<file path="src/rtl/osm_pkg.sv">
// Shared constants, register codes and helper functions for the overlapping substring matcher.
// Used by every module under rtl/; depends on nothing.
package osm_pkg;

    // Pattern storage in the configuration registers, in bytes
    localparam int CFG_BYTES     = 16;
    localparam int LINE_W        = 16;
    localparam int COL_W         = 16;
    localparam int LEN_W         = 5;
    localparam int LOC_W         = 2;
    localparam int CFG_ADDR_W    = 6;
    localparam int CFG_DATA_W    = 64;
    localparam int REG_IDX_W     = 3;
    localparam int QUEUE_DEPTH   = 2;

    // Defaults for the top-level parameters
    localparam int DEF_MAX_PATTERN = 16;
    localparam int DEF_POS_BITS    = 16;

    // Register indexes (byte address = 8 * index)
    localparam logic [REG_IDX_W-1:0] REG_PAT_LO   = 3'd0;
    localparam logic [REG_IDX_W-1:0] REG_PAT_HI   = 3'd1;
    localparam logic [REG_IDX_W-1:0] REG_PAT_LEN  = 3'd2;
    localparam logic [REG_IDX_W-1:0] REG_IGN_CASE = 3'd3;
    localparam logic [REG_IDX_W-1:0] REG_LOCATION = 3'd4;

    // Search location codes
    localparam logic [LOC_W-1:0] LOC_BOTH  = 2'd0;
    localparam logic [LOC_W-1:0] LOC_LEFT  = 2'd1;
    localparam logic [LOC_W-1:0] LOC_RIGHT = 2'd2;

    // Lower ASCII capitals when case is ignored
    function automatic logic [7:0] fold_byte(input logic [7:0] c, input logic ign);
        logic [7:0] r;
        r = c;
        if (ign && (c >= 8'h41) && (c <= 8'h5A)) begin
            r = c + 8'd32;
        end
        return r;
    endfunction

    // Side 0 is the left file, side 1 the right file
    function automatic logic side_enabled(input logic side, input logic [LOC_W-1:0] loc);
        logic r;
        if (!side) begin
            r = (loc == LOC_BOTH) || (loc == LOC_LEFT);
        end else begin
            r = (loc == LOC_BOTH) || (loc == LOC_RIGHT);
        end
        return r;
    endfunction

endpackage

</file>
<file path="src/rtl/osm_front.sv">
// Front end of the matcher: takes text items, keeps the line window and byte counter,
// and pushes a candidate hit into the queue. Depends on osm_pkg.
module osm_front
    import osm_pkg::*;
#(
    parameter int MAX_PATTERN = DEF_MAX_PATTERN,
    parameter int POS_BITS    = DEF_POS_BITS
) (
    input  logic                       i_clk,
    input  logic                       i_rst_n,
    input  logic                       i_valid,
    output logic                       o_ready,
    input  logic [7:0]                 i_byte,
    input  logic                       i_side,
    input  logic [LINE_W-1:0]          i_line,
    input  logic                       i_begins,
    input  logic [CFG_BYTES-1:0][7:0]  i_pattern,
    input  logic [LEN_W-1:0]           i_len,
    input  logic                       i_ign_case,
    input  logic                       i_q_full,
    output logic                       o_q_push,
    output logic [1+LINE_W+POS_BITS-1:0] o_q_data
);

    localparam int CMP_N = (MAX_PATTERN < CFG_BYTES) ? MAX_PATTERN : CFG_BYTES;
    localparam logic [POS_BITS-1:0] POS_MAX = {POS_BITS{1'b1}};

    logic [MAX_PATTERN-1:0][7:0] r_win, n_win;
    logic [POS_BITS-1:0]         r_count, n_count;
    logic                        accept;
    logic                        len_ok, count_ok, bytes_eq, hit;
    logic [LEN_W-1:0]            pat_idx;

    assign o_ready = !i_q_full;
    assign accept  = i_valid && o_ready;

    // Shift the newest byte in; a new line starts from an empty window
    always_comb begin
        n_win[0] = i_byte;
        for (int k = 1; k < MAX_PATTERN; k++) begin
            n_win[k] = i_begins ? 8'd0 : r_win[k-1];
        end
        if (i_begins) begin
            n_count = POS_BITS'(1);
        end else if (r_count == POS_MAX) begin
            n_count = r_count;
        end else begin
            n_count = r_count + POS_BITS'(1);
        end
    end

    // Window entry j lines up with pattern byte len-1-j
    always_comb begin
        bytes_eq = 1'b1;
        pat_idx  = '0;
        for (int j = 0; j < CMP_N; j++) begin
            pat_idx = i_len - LEN_W'(j + 1);
            if (j < int'(i_len)) begin
                if (fold_byte(n_win[j], i_ign_case) !=
                    fold_byte(i_pattern[pat_idx[3:0]], i_ign_case)) begin
                    bytes_eq = 1'b0;
                end
            end
        end
        len_ok   = (i_len != '0) && (int'(i_len) <= CFG_BYTES) && (int'(i_len) <= MAX_PATTERN);
        count_ok = n_count >= POS_BITS'(i_len);
        hit      = len_ok && count_ok && bytes_eq;
    end

    assign o_q_push = accept && hit;
    assign o_q_data = {n_count, i_line, i_side};

    always_ff @(posedge i_clk) begin
        if (!i_rst_n) begin
            r_win   <= '0;
            r_count <= '0;
        end else if (accept) begin
            r_win   <= n_win;
            r_count <= n_count;
        end
    end

endmodule

</file>
<file path="src/rtl/osm_queue.sv">
// Short register queue that decouples the front end from the result stage.
// Depends on osm_pkg for the depth.
module osm_queue
    import osm_pkg::*;
#(
    parameter int WIDTH = 33
) (
    input  logic             i_clk,
    input  logic             i_rst_n,
    input  logic             i_push,
    input  logic [WIDTH-1:0] i_data,
    output logic             o_full,
    input  logic             i_pop,
    output logic             o_valid,
    output logic [WIDTH-1:0] o_data
);

    localparam int PTR_W = (QUEUE_DEPTH > 1) ? $clog2(QUEUE_DEPTH) : 1;
    localparam int CNT_W = $clog2(QUEUE_DEPTH + 1);

    logic [QUEUE_DEPTH-1:0][WIDTH-1:0] r_mem;
    logic [PTR_W-1:0]                  r_wr, r_rd;
    logic [CNT_W-1:0]                  r_cnt;

    assign o_full  = (r_cnt == CNT_W'(QUEUE_DEPTH));
    assign o_valid = (r_cnt != '0);
    assign o_data  = r_mem[r_rd];

    always_ff @(posedge i_clk) begin
        if (i_push) begin
            r_mem[r_wr] <= i_data;
        end
    end

    always_ff @(posedge i_clk) begin
        if (!i_rst_n) begin
            r_wr  <= '0;
            r_rd  <= '0;
            r_cnt <= '0;
        end else begin
            if (i_push) begin
                r_wr <= (r_wr == PTR_W'(QUEUE_DEPTH - 1)) ? '0 : r_wr + PTR_W'(1);
            end
            if (i_pop) begin
                r_rd <= (r_rd == PTR_W'(QUEUE_DEPTH - 1)) ? '0 : r_rd + PTR_W'(1);
            end
            if (i_push && !i_pop) begin
                r_cnt <= r_cnt + CNT_W'(1);
            end else if (!i_push && i_pop) begin
                r_cnt <= r_cnt - CNT_W'(1);
            end
        end
    end

endmodule

</file>
<file path="src/rtl/osm_back.sv">
// Result stage: applies the location filter, forms the hit column and holds
// the result in an output register. Depends on osm_pkg.
module osm_back
    import osm_pkg::*;
#(
    parameter int POS_BITS = DEF_POS_BITS
) (
    input  logic                         i_clk,
    input  logic                         i_rst_n,
    input  logic                         i_q_valid,
    input  logic [1+LINE_W+POS_BITS-1:0] i_q_data,
    output logic                         o_q_pop,
    input  logic [LEN_W-1:0]             i_len,
    input  logic [LOC_W-1:0]             i_location,
    output logic                         o_valid,
    input  logic                         i_ready,
    output logic                         o_side,
    output logic [LINE_W-1:0]            o_line,
    output logic [COL_W-1:0]             o_column
);

    localparam int DIFF_W = (POS_BITS > COL_W) ? POS_BITS : COL_W;

    logic                r_valid, n_valid;
    logic                r_side;
    logic [LINE_W-1:0]   r_line;
    logic [COL_W-1:0]    r_column;
    logic                q_side, en, load;
    logic [LINE_W-1:0]   q_line;
    logic [POS_BITS-1:0] q_count;
    logic [DIFF_W-1:0]   diff;

    assign q_side  = i_q_data[0];
    assign q_line  = i_q_data[LINE_W:1];
    assign q_count = i_q_data[1+LINE_W+POS_BITS-1:1+LINE_W];
    assign en      = side_enabled(q_side, i_location);
    assign diff    = DIFF_W'(q_count) - DIFF_W'(i_len);

    // Drop filtered entries at once; keep a hit only when the output slot frees up
    assign o_q_pop = i_q_valid && (!en || !r_valid || i_ready);
    assign load    = o_q_pop && en;

    always_comb begin
        n_valid = r_valid;
        if (r_valid && i_ready) begin
            n_valid = 1'b0;
        end
        if (load) begin
            n_valid = 1'b1;
        end
    end

    always_ff @(posedge i_clk) begin
        if (!i_rst_n) begin
            r_valid <= 1'b0;
        end else begin
            r_valid <= n_valid;
        end
    end

    always_ff @(posedge i_clk) begin
        if (load) begin
            r_side   <= q_side;
            r_line   <= q_line;
            r_column <= diff[COL_W-1:0];
        end
    end

    assign o_valid  = r_valid;
    assign o_side   = r_side;
    assign o_line   = r_line;
    assign o_column = r_column;

endmodule

</file>
<file path="src/rtl/overlapping_substring_matcher.sv">
// Top level of the overlapping substring matcher: configuration registers, front end,
// hit queue and result stage. Depends on osm_pkg, osm_front, osm_queue, osm_back.
//
//   channel   direction  payload
//   s_axis    in         tdata {line_number, text_byte}, tuser {line_begins, file_side}
//   m_axis    out        tdata {hit_column, hit_line}, tuser {hit_side}
//   apb       in/out     pattern_lo 0x00, pattern_hi 0x08, length 0x10, case 0x18, loc 0x20
//
// One text item is accepted every cycle while the two-entry hit queue has room.
// A hit passes through the hit queue and then the result register before it appears on m_axis.
// Reset is synchronous and clears the window, counter, queue, result valid flag and registers.
// A stalled m_axis fills the queue, after which s_axis_tready drops.
module overlapping_substring_matcher
    import osm_pkg::*;
#(
    parameter int MAX_PATTERN = DEF_MAX_PATTERN,
    parameter int POS_BITS    = DEF_POS_BITS
) (
    input  logic                  i_clk,
    input  logic                  i_rst_n,
    input  logic                  s_axis_tvalid,
    output logic                  s_axis_tready,
    input  logic [23:0]           s_axis_tdata,  // text_byte[7:0], line_number[23:8]
    input  logic [1:0]            s_axis_tuser,  // file_side[0], line_begins[1]
    output logic                  m_axis_tvalid,
    input  logic                  m_axis_tready,
    output logic [31:0]           m_axis_tdata,  // hit_line[15:0], hit_column[31:16]
    output logic [0:0]            m_axis_tuser,  // hit_side[0]
    input  logic                  psel,
    input  logic                  penable,
    input  logic                  pwrite,
    input  logic [CFG_ADDR_W-1:0] paddr,
    input  logic [CFG_DATA_W-1:0] pwdata,
    output logic [CFG_DATA_W-1:0] prdata,
    output logic                  pready
);

    localparam int Q_W = 1 + LINE_W + POS_BITS;

    logic [CFG_DATA_W-1:0] r_pat_lo, r_pat_hi;
    logic [LEN_W-1:0]      r_len;
    logic                  r_ign_case;
    logic [LOC_W-1:0]      r_location;
    logic [REG_IDX_W-1:0]  reg_idx;
    logic                  cfg_wr;

    logic                  q_push, q_full, q_pop, q_valid;
    logic [Q_W-1:0]        q_wdata, q_rdata;
    logic                  hit_side;
    logic [LINE_W-1:0]     hit_line;
    logic [COL_W-1:0]      hit_column;

    assign pready  = 1'b1;
    assign reg_idx = paddr[CFG_ADDR_W-1:3];
    assign cfg_wr  = psel && penable && pwrite && pready;

    always_ff @(posedge i_clk) begin
        if (!i_rst_n) begin
            r_pat_lo   <= '0;
            r_pat_hi   <= '0;
            r_len      <= '0;
            r_ign_case <= 1'b0;
            r_location <= LOC_BOTH;
        end else if (cfg_wr) begin
            case (reg_idx)
                REG_PAT_LO:   r_pat_lo   <= pwdata;
                REG_PAT_HI:   r_pat_hi   <= pwdata;
                REG_PAT_LEN:  r_len      <= pwdata[LEN_W-1:0];
                REG_IGN_CASE: r_ign_case <= pwdata[0];
                REG_LOCATION: r_location <= pwdata[LOC_W-1:0];
                default: ;
            endcase
        end
    end

    always_comb begin
        case (reg_idx)
            REG_PAT_LO:   prdata = r_pat_lo;
            REG_PAT_HI:   prdata = r_pat_hi;
            REG_PAT_LEN:  prdata = CFG_DATA_W'(r_len);
            REG_IGN_CASE: prdata = CFG_DATA_W'(r_ign_case);
            REG_LOCATION: prdata = CFG_DATA_W'(r_location);
            default:      prdata = '0;
        endcase
    end

    osm_front #(
        .MAX_PATTERN (MAX_PATTERN),
        .POS_BITS    (POS_BITS)
    ) u_front (
        .i_clk      (i_clk),
        .i_rst_n    (i_rst_n),
        .i_valid    (s_axis_tvalid),
        .o_ready    (s_axis_tready),
        .i_byte     (s_axis_tdata[7:0]),
        .i_side     (s_axis_tuser[0]),
        .i_line     (s_axis_tdata[23:8]),
        .i_begins   (s_axis_tuser[1]),
        .i_pattern  ({r_pat_hi, r_pat_lo}),
        .i_len      (r_len),
        .i_ign_case (r_ign_case),
        .i_q_full   (q_full),
        .o_q_push   (q_push),
        .o_q_data   (q_wdata)
    );

    osm_queue #(
        .WIDTH (Q_W)
    ) u_queue (
        .i_clk   (i_clk),
        .i_rst_n (i_rst_n),
        .i_push  (q_push),
        .i_data  (q_wdata),
        .o_full  (q_full),
        .i_pop   (q_pop),
        .o_valid (q_valid),
        .o_data  (q_rdata)
    );

    osm_back #(
        .POS_BITS (POS_BITS)
    ) u_back (
        .i_clk      (i_clk),
        .i_rst_n    (i_rst_n),
        .i_q_valid  (q_valid),
        .i_q_data   (q_rdata),
        .o_q_pop    (q_pop),
        .i_len      (r_len),
        .i_location (r_location),
        .o_valid    (m_axis_tvalid),
        .i_ready    (m_axis_tready),
        .o_side     (hit_side),
        .o_line     (hit_line),
        .o_column   (hit_column)
    );

    assign m_axis_tdata = {hit_column, hit_line};
    assign m_axis_tuser = hit_side;

    a_no_push_full: assert property (@(posedge i_clk) disable iff (!i_rst_n)
        q_push |-> !q_full)
        else $error("hit pushed into a full queue");

    a_pop_valid: assert property (@(posedge i_clk) disable iff (!i_rst_n)
        q_pop |-> q_valid)
        else $error("pop from an empty queue");

    a_reset_quiet: assert property (@(posedge i_clk)
        !i_rst_n |=> !m_axis_tvalid)
        else $error("result valid right after reset");

endmodule

</file>
<file path="config.mk">
export PLATFORM = sky130hd
export DESIGN_NAME = overlapping_substring_matcher
export DESIGN_NICKNAME = d
export VERILOG_FILES = /design/src/rtl/osm_pkg.sv /design/src/rtl/osm_front.sv /design/src/rtl/osm_queue.sv /design/src/rtl/osm_back.sv /design/src/rtl/overlapping_substring_matcher.sv
export SDC_FILE = /design/constraint.sdc
export NUM_CORES = 1
export LEC_CHECK = 0
export BUFFER_PORTS_ARGS = -buffer_cell sky130_fd_sc_hd__buf_2
export CAP_MARGIN = 10
export CORE_ASPECT_RATIO = 1.1
export CORE_MARGIN = 10
export CORE_UTILIZATION = 35
export CTS_BUF_LIST = sky130_fd_sc_hd__clkbuf_4
export DETAILED_ROUTE_END_ITERATION = 10
export PLACE_DENSITY = 0.5
export SYNTH_ARGS = -nofsm -noshare
export SYNTH_HDL_FRONTEND = slang
export SYNTH_HIERARCHICAL = 1
export SYNTH_SLANG_ARGS = --single-unit
</file>
<file path="constraint.sdc">
create_clock -name i_clk -period 8.6 [get_ports i_clk]
set_input_delay 0.86 -clock i_clk [delete_from_list [all_inputs] [get_ports i_clk]]
set_output_delay 0.86 -clock i_clk [all_outputs]
set_load 0.02 [all_outputs]
</file>
==> results.md <==
* Int Pwr at 3.07 mW
* Port Buffer Count at 198
* Static Leak at 11.0 nW
* Pin slew with the least headroom to its limit at 1.18 ns
* R2R Path End: u_queue/r_mem[22]$_DFFE_PP_
* Yosys warns at 6
* Initial Util at 0.353
* Synthesized instance count at about 2800
* Fraction of layout cells with a size suffix above 1 at 0.233
* Global route overflow at 0
* Clock buffers created by TritonCTS at between 100 and 150
* Starting DRT DRC Count at a little under 2000
* Final Max Slew Viols at 0
* Most area-consuming cells after synthesis: dfxtp_1, mux4_2, edfxtp_1
* Synth Register Bits at 376
* Clock power frac at 0.378
* Crit-path max FO at a little over 80
* Via density at 5.85
* Worst r2r src: r_len[1]$_SDFFE_PN0P_
* Setup violations, final at 0
* Final setup TNS at 0 ns
* Die ar. at 91100 um2
* Nets at approximately 3100
* Net switching power figure at 1.39 mW
* Clock Sinks at 376
* Count leader, synth: nand2_1
* Worst hold path class: primary input to register
* Hpwl dp at 76.9 mm
* Die Ht at 316 um
* Reg area at 8530 um2
* Crit path launch type: register
* Initial antenna violation count at 3
* Seq/Total Area, Yosys at 0.306
* Critical Path AT at 7.30 ns
* Row cnt at approximately 110
* Number of H-tree levels at 3
* Most frequent CP cell: ha_1
* Area growth from synthesis to layout at 11.1%
* Setup repair bufs after CTS at 0
* Syn avg cell area at 10.0 um2
* Post-route clock period utilization at 0.788
* WP data required at 9.13 ns
* Fmax at 148 MHz
* Crit-path max cell delay at 1.02 ns
* Switching Share at 0.312
* Post-synth cell types at 98
* Vias at 23700
* Hold worst-path end: u_queue/r_mem[41]$_DFFE_PP_
* Worst-path cell chain: buf_12 -> ha_1 -> a21oi_1 -> xnor2_2 -> mux4_2 -> ha_1 -> or4b_1 -> xnor2_1 -> a2111oi_0 -> a22oi_1 -> nand4b_1 -> nor4_2 -> nor2b_4
* Final ANT Viol Nets at 0
* Reg2Reg Depth at 13
* Drt first pass iters at 6
* RSZ-0062 raised after global routing: no
* Net Count, Synth at 2935
* Non-filler cells, final at 4051
* Post-synth ARST share at 0
* TritonCTS clock tree: built
* Placed instance count at 3852
* Post-synth EDFFs at 99
* Gr usage total at 0.218
* WHS Path Cells at 1
* Seq pwr share at 0.448
* R2R Setup Slk at 1.82 ns
* Worst hold start: s_axis_tdata[15]
* Hold Violations, Final at 0
* Mapped Area at 27800 um2
* Skew-Pair Late Insertion Delay at 0.94 ns
* Combinational share of power at 0.175
* Clk pin slew, worst setup/hold paths at approximately 0.070 ns
* Final Wtd Congestion at between 0.9 and 1
* I/O Pins at between 200 and 250
* MaxCap Viol Count at 0
* Post-Route Skew at a little over 0.08 ns
* FILL cells at 7863
* Synth top area share at 0.199
* Die X at 289 um
* Endpoint type of the worst setup path: register
* Routed len/inst at 25.1 um
* Slew margin rel. at 0.208
* CP max-delay cell: nor2b_4
* Largest net degree at the start of global routing at ~190
* Post-cts sizing count at 0
* Multi-input gate area at between 15000 and 20000 um2
* Longest Clk Path Bufs at 3
* Vias in the first global route at about 23000
* Maximum VDD drop at 0.000109 V
* Post-synth top area cell: dfxtp_1
* Residual DRC at 0
* Core area at 78800 um2
* DRT Wirelength at 102 mm
* Fin crit period at slightly below 7 ns
* Status: completed
* Synth top cells by count: nand2_1, dfxtp_1, mux2i_1, mux4_2, nor2_1
* WS Path Type: register to register
* Main synth FF type: dfxtp_1
* First-pass GRT wire length at 151 mm
* Clock root buffer: clkbuf_4
* Power per Cell Area at about 140 nW/um2
* Fin util at 0.392
-- registers in the layout, indices dropped and copies added (netlist names), 2 cells and up --
register,flops
r_pat_hi,64
u_front/r_win,120
u_back/o_line,16
r_len,5
u_front/r_count,16
u_back/o_column,16
u_queue/r_mem,66
r_pat_lo,64
r_location,2
u_queue/r_cnt,2
-- worst max-delay path, delay by kind of cell, from the launching register on --
kind            cells  cell delay (ns)
flops               1             0.36
buf+inv             1             0.41
fa+ha+maj           2             0.92
xor+xnor            2             0.96
mux                 1             0.54
compound gates      3             0.79
simple gates        4             2.35
-- worst max path at each step --
stage	startpoint	cells after the start	slack (ns)	endpoint
global route	r_len[1]$_SDFFE_PN0P_	13	1.44	u_queue/r_mem[22]$_DFFE_PP_
detailed placement	r_len[1]$_SDFFE_PN0P_	13	1.76	u_queue/r_mem[1]$_DFFE_PP_
floorplan	r_len[1]$_SDFFE_PN0P_	19	0.93	u_queue/r_mem[0]$_DFFE_PP_
global placement	r_len[1]$_SDFFE_PN0P_	13	1.87	u_queue/r_mem[1]$_DFFE_PP_
CTS	r_len[1]$_SDFFE_PN0P_	13	1.70	u_queue/r_mem[22]$_DFFE_PP_
finish	r_len[1]$_SDFFE_PN0P_	13	1.82	u_queue/r_mem[22]$_DFFE_PP_
-- placed cells by master, fill, tap and decap left out, drive strengths merged, types with 16 or more instances in the layout --
master / instances
a22o: 59
xor2: 50
o21ai: 65
ha: 52
a21oi: 120
a21boi: 74
a31oi: 28
nor2b: 118
edfxtp: 99
mux2i: 213
dfxtp: 277
nor2: 149
mux2: 54
clkbuf: 164
clkinv: 18
nor4bb: 16
nand3b: 17
buf: 234
nand3: 41
nor3: 47
mux4: 220
inv: 56
and2: 17
o211ai: 16
xnor2: 72
and3: 58
nand2: 405
nor3b: 18
-- power groups by stage --
stage / registers [mW] / clock network [mW] / logic [mW]
2_1_floorplan: 2.09 / 0 / 0.478
3_3_place_gp: 2.03 / 0 / 0.772
3_5_place_dp: 2.03 / 0 / 0.786
4_1_cts: 1.99 / 1.76 / 0.793
5_1_grt: 2.00 / 1.84 / 0.847
6_report: 1.99 / 1.68 / 0.780
-- final cells by class --
class / instances / area share
Antenna cell: 3 / 0.000243
Clock buffer: 164 / 0.0399
Clock inverter: 20 / 0.00466
Inverter: 54 / 0.00656
Multi-Input combinational cell: 2143 / 0.583
Sequential cell: 376 / 0.276
Tap cell: 1045 / 0.0423
Timing Repair Buffer: 246 / 0.0468
-- kinds of logic (layout without fill, tap and decap cells) --
family | Yosys count | after routing | synth area share
buf+inv | 260 | 484 | 0.0491
flops | 376 | 376 | 0.306
xor+xnor | 126 | 126 | 0.0422
compound gates | 489 | 489 | 0.120
mux | 487 | 487 | 0.279
simple gates | 987 | 987 | 0.178
other cells | 1 | 4 | 0.000135
fa+ha+maj | 53 | 53 | 0.0241
-- per-stage QoR --
step | hold WS, ns | setup slack [ns] | area, um2 | power [mW]
after floorplan | 0.439 | 0.927 | 27800 | 2.57
after global placement | 0.456 | 1.87 | 29400 | 2.80
after detailed placement | 0.461 | 1.76 | 29400 | 2.82
after CTS | 0.00983 | 1.70 | 30900 | 4.55
after global routing | 0.0368 | 1.44 | 30900 | 4.69
final | 0.119 | 1.82 | 30900 | 4.46
-- what timing repair did --
item,4_1_cts,5_1_grt
endpoints found under the hold margin,23,0
endpoints found under the setup margin,0,0
hold buffers,12,0
-- layer usage --
metal,up-vias,GRT usage,wire (um)
met5,-,0,0
met4,0,0.0991,4530
met3,165,0.0362,5610
met2,782,0.370,49800
met1,12000,0.270,41800
li1,10800,-,-
(Power assumes the default switching activity.)
